## src/rtl/core/rce_pkg.sv

```systemverilog
`timescale 1ns / 1ps
package rce_pkg;

	// divider geometry
	localparam int DIV_STEPS = 128;
	localparam int NQ_W      = 128;
	localparam int DEN_W     = 67;
	localparam int REM_W     = 68;
	localparam int ASQ_W     = 34;

	// curve codes
	localparam logic [2:0] FN_QUAD    = 3'd0;
	localparam logic [2:0] FN_BOUNDED = 3'd1;
	localparam logic [2:0] FN_LINEAR  = 3'd2;
	localparam logic [2:0] FN_SQRT    = 3'd3;
	localparam logic [2:0] FN_CONV_LIN = 3'd4;
	localparam logic [2:0] FN_CONV_SQRT = 3'd5;

	// one beat inside the divider: numerator shifting out, quotient shifting in
	typedef struct packed {
		logic [NQ_W-1:0]  nq;
		logic [REM_W-1:0] rem;
		logic [DEN_W-1:0] den;
		logic             flag;
	} div_beat_t;

endpackage

```

## src/rtl/core/rce_div_stage.sv

```systemverilog
`timescale 1ns / 1ps
module rce_div_stage (
	input  logic                clk,
	input  logic                arst_n,
	input  logic                ce,
	input  logic                in_valid,
	input  rce_pkg::div_beat_t  in_beat,
	output logic                out_valid,
	output rce_pkg::div_beat_t  out_beat
);
	import rce_pkg::*;

	logic [REM_W-1:0] rem_sh, rem_sub;
	logic             ge;
	logic             valid_q;
	div_beat_t        beat_q;

	// one restoring step: bring in the next numerator bit
	assign rem_sh  = {in_beat.rem[REM_W-2:0], in_beat.nq[NQ_W-1]};
	assign ge      = rem_sh >= {1'b0, in_beat.den};
	assign rem_sub = rem_sh - {1'b0, in_beat.den};

	always_ff @(posedge clk or negedge arst_n) begin
		if (!arst_n) valid_q <= 1'b0;
		else if (ce) valid_q <= in_valid;
	end

	always_ff @(posedge clk) begin
		if (ce) begin
			beat_q.nq   <= {in_beat.nq[NQ_W-2:0], ge};
			beat_q.rem  <= ge ? rem_sub : rem_sh;
			beat_q.den  <= in_beat.den;
			beat_q.flag <= in_beat.flag;
		end
	end

	assign out_valid = valid_q;
	assign out_beat  = beat_q;

endmodule

```

## config.mk

```make
export PLATFORM = sky130hd
export DESIGN_NAME = rce_div_stage
export DESIGN_NICKNAME = d
export VERILOG_FILES = /design/src/rtl/core/rce_pkg.sv /design/src/rtl/core/rce_div_stage.sv
export SDC_FILE = /design/constraint.sdc
export NUM_CORES = 1
export LEC_CHECK = 0
export BUFFER_PORTS_ARGS = -buffer_cell sky130_fd_sc_hd__buf_4
export CELL_PAD_IN_SITES_DETAIL_PLACEMENT = 0
export CELL_PAD_IN_SITES_GLOBAL_PLACEMENT = 1
export CORE_AREA = 2 2 205 207
export CTS_BUF_LIST = sky130_fd_sc_hd__clkbuf_4 sky130_fd_sc_hd__clkbuf_8
export DETAILED_ROUTE_END_ITERATION = 10
export DIE_AREA = 0 0 207 209
export PLACE_DENSITY_LB_ADDON = 0.1
export SLEW_MARGIN = 20
export SYNTH_ARGS = -nofsm -noshare
export SYNTH_HDL_FRONTEND = slang
export SYNTH_SLANG_ARGS = --single-unit
```

## constraint.sdc

```tcl
create_clock -name clk -period 0.8 [get_ports clk]
set_input_delay 0.16 -clock clk [delete_from_list [all_inputs] [get_ports clk]]
set_output_delay 0.16 -clock clk [all_outputs]
set_load 0.01 [all_outputs]
```

==> results.toml <==
[worst_setup_path]
max_stage_delay_ns = 0.26
endpoint_kind = "flop"
critical-path-slowest-cell = "nor3_1"
cp-start-kind = "primary input"
worstPathRequired_ns = 1.16
crit_family = "compound AO/OA/AOI/OAI gates"
r2r_slack_ns = 0.04
crit_arrival_ns = 2.68
cp_num_buf_inv = 5
crit_chain = "buf_4 > inv_1 > ha_4 > a21oi_1 > o21ai_1 > a221oi_1 > o21ai_1 > nor3_1 > o311a_1 > nor2_2 > a21oi_4 > clkinv_4 > buf_4 > buf_12 > nor2_1 > nor3_1"
cp_max_fo = 5
crit_type = "primary input to flop"

[global_routing]
grt_pass1_vias = 13921
antenna_found_initial = 8
grt_overflow = 0
grt_pass1_wl_mm = 83.1
grt_util_all_layers_pct = 25.3
grt_max_degree = 47

[clocking]
clk_pin_slew_ns = 0.06
cts.htree.levels = 2
clk_latency_ns = 0.62
clock_sinks = 265
cts-root-buf = "clkbuf_8"
cts_buffers = 50
cts_tree = "yes"
cts_buffer_depth = 3

[final_layout]
drive_above_1_share_pct = 50.1
syn2layout_area_growth_pct = 101
final_area_um2 = 26000
postLayoutCoreUtil_pct = 63.0
fillerInstances = 3363
stdcell_count = 2819
final_nets = 2571

[floorplan]
io_pins = 533
die_h_um = 209
die_x_um = 207
fp-row-count = 75
die-area_um2 = 43300
start_util_pct = 31.3
core_um2 = 41300

[drt]
first_iter_violations = 555
vias = 13226
drtAntennaViolNets = 0
post_drt_via_cell_ratio = 4.69
wl_mm = 57.6
post_drt_wl_per_cell_um = 20.4
drc = 0
drt_pre_antenna_iters = 5

[sta]
fmax_ghz = 0.431
finalHoldWorstSlack_ns = 0.0263
fin_skew_ns = 0
finalCritPeriodShare_pct = 290
worst_pin_slew_ns = 0.569
timing.final.ws_setup_ns = -1.52
relSlewSlack_pct = 62.1
hold_viol_final = 0
setup_viol = 424
rsz0062_at_grt = "yes"
finalMaxSlewViolations = 0
post-route-min-period_ns = 2.32

[hold_path]
hp-class = "primary input to flop"

[pwr]
intPower_mw = 33.9
swShare_pct = 28.0
power.leakage_nw = 11.3
peakVddDrop_v = 0.00119
clkPwrFrac_pct = 32.7
power.density_nw_per_um2 = 1810
pwr-share-seq_pct = 37.4
p_sw_mw = 13.2
power_mw = 47.1
comb_power_share_pct = 29.9

[synth]
syn_area_um2 = 12900
synth_common_cells = "edfxtp_1 (264), a21oi_1 (125), inv_1 (91), nor2_1 (85), nand2_1 (83)"
yosys_most_used_dff = "edfxtp_1"
synth_top_area_share_pct = 61.4
synth-edff-count = 264
ys_types = 64
synth_seq_cells = 265
synthCells = 1085
ys_top_cells_by_area = "edfxtp_1 (61%), ha_1 (6.5%), a21oi_1 (4.8%)"
synthesis.nets = 1421
syn_avg_cell_area_um2 = 11.9
yosysMostFrequentCell = "edfxtp_1"
netlist.top_cell.by_area = "edfxtp_1"
ys_async_sr_fraction_pct = 0.377
seq_area_frac_synth_pct = 61.6
yosys_warnings = 0

[place]
io_buffer_count = 531
dp_hpwl_mm = 41.9
place_inst = 2427
globalplace.congestion = 0.869
dpl_cell_area_um2 = 20100

[status]
violations = "setup timing"
status = "finished with violations"

[run]
drv_cap = 0
[per-layer routing]
layer,track usage [%],vias to the layer above,part of all wire (%)
met5,0,-,0.11
met4,13.2,8,4.6
met3,6.76,130,6.2
met2,43.3,421,50
met1,29.0,6337,39
li1,-,6330,-
[layout make-up]
class                      count  area [µm²]  area share, %
clock inverter                25         303           1.16
timing repair buffer        1133       10300           39.7
inverter                      92         363           1.40
sequential                   265        7950           30.6
tap                          539         674           2.59
timing repair inverter         1        8.76         0.0337
multi-input combinational    692        5520           21.2
clock buffer                  67         835           3.21
antenna                        5        12.5         0.0481
[power groups by stage]
| stage | logic, mW | clock network [mW] | registers [mW] |
|---|---|---|---|
| 2_1_floorplan | 3.58 | 0 | 18.4 |
| 3_3_place_gp | 10.9 | 0 | 17.6 |
| 3_5_place_dp | 11.0 | 0 | 17.7 |
| 4_1_cts | 13.2 | 15.7 | 17.5 |
| 5_1_grt | 15.0 | 16.3 | 17.7 |
| 6_report | 14.1 | 15.4 | 17.6 |
[logic make-up after synthesis]
logic type / Yosys count / share of synthesized area [%]
buf+inv: 128 / 3.87
simple gates: 272 / 9.78
flops: 265 / 61.6
fa+ha+maj: 68 / 6.64
compound gates: 292 / 14.0
mux: 2 / 0.203
xor+xnor: 58 / 3.93
[flip-flops by register name, indices dropped and copies added, names as in the netlist]
name / cells
out_beat: 264
out_valid: 1
[path summary, 6_finish.rpt]
path                                   from            end  cells after the start
max in group asynchronous            arst_n      out_valid                      3
worst min register to register    out_valid      out_valid                      1
min in group asynchronous            arst_n      out_valid                      3
worst max-delay path            in_beat[48]  out_beat[127]                     16
worst min-delay path                     ce  out_beat[105]                      2
worst max register to register    out_valid      out_valid                      1
[what timing repair did]
item                                    4_1_cts  5_1_grt
hold endpoints to repair                    289       10
gates resized for setup                     186      255
endpoints found under the setup margin      334      347
cloned                                        7        2
setup buffers                                15        8
hold buffers                                267        2
pin swaps                                    37       29
[through the flow]
stage	worst slack, ns	setup TNS (ns)
floorplan	-1.88	-125.59
detailed placement	-2.48	-198.29
global placement	-2.51	-199.48
finish	-1.52	-245.93
global route	-1.65	-269.30
CTS	-1.51	-248.21
[placed cells by master, fill, tap and decap left out, types with 12 or more instances in the layout]
master,n
xor2_1,18
nand4_1,25
ha_4,23
a21oi_1,90
buf_4,624
o21bai_1,14
xnor2_1,36
nor3_1,12
clkbuf_4,14
o21ai_1,28
o21ai_0,19
inv_1,82
nor2_1,46
nor2_2,29
dlygate4sd3_1,266
edfxtp_1,264
buf_12,15
a21oi_2,31
a21o_1,23
buf_6,218
ha_1,43
clkbuf_8,53
nand2_1,77
Note: power is estimated with default switching activity, not from simulation.
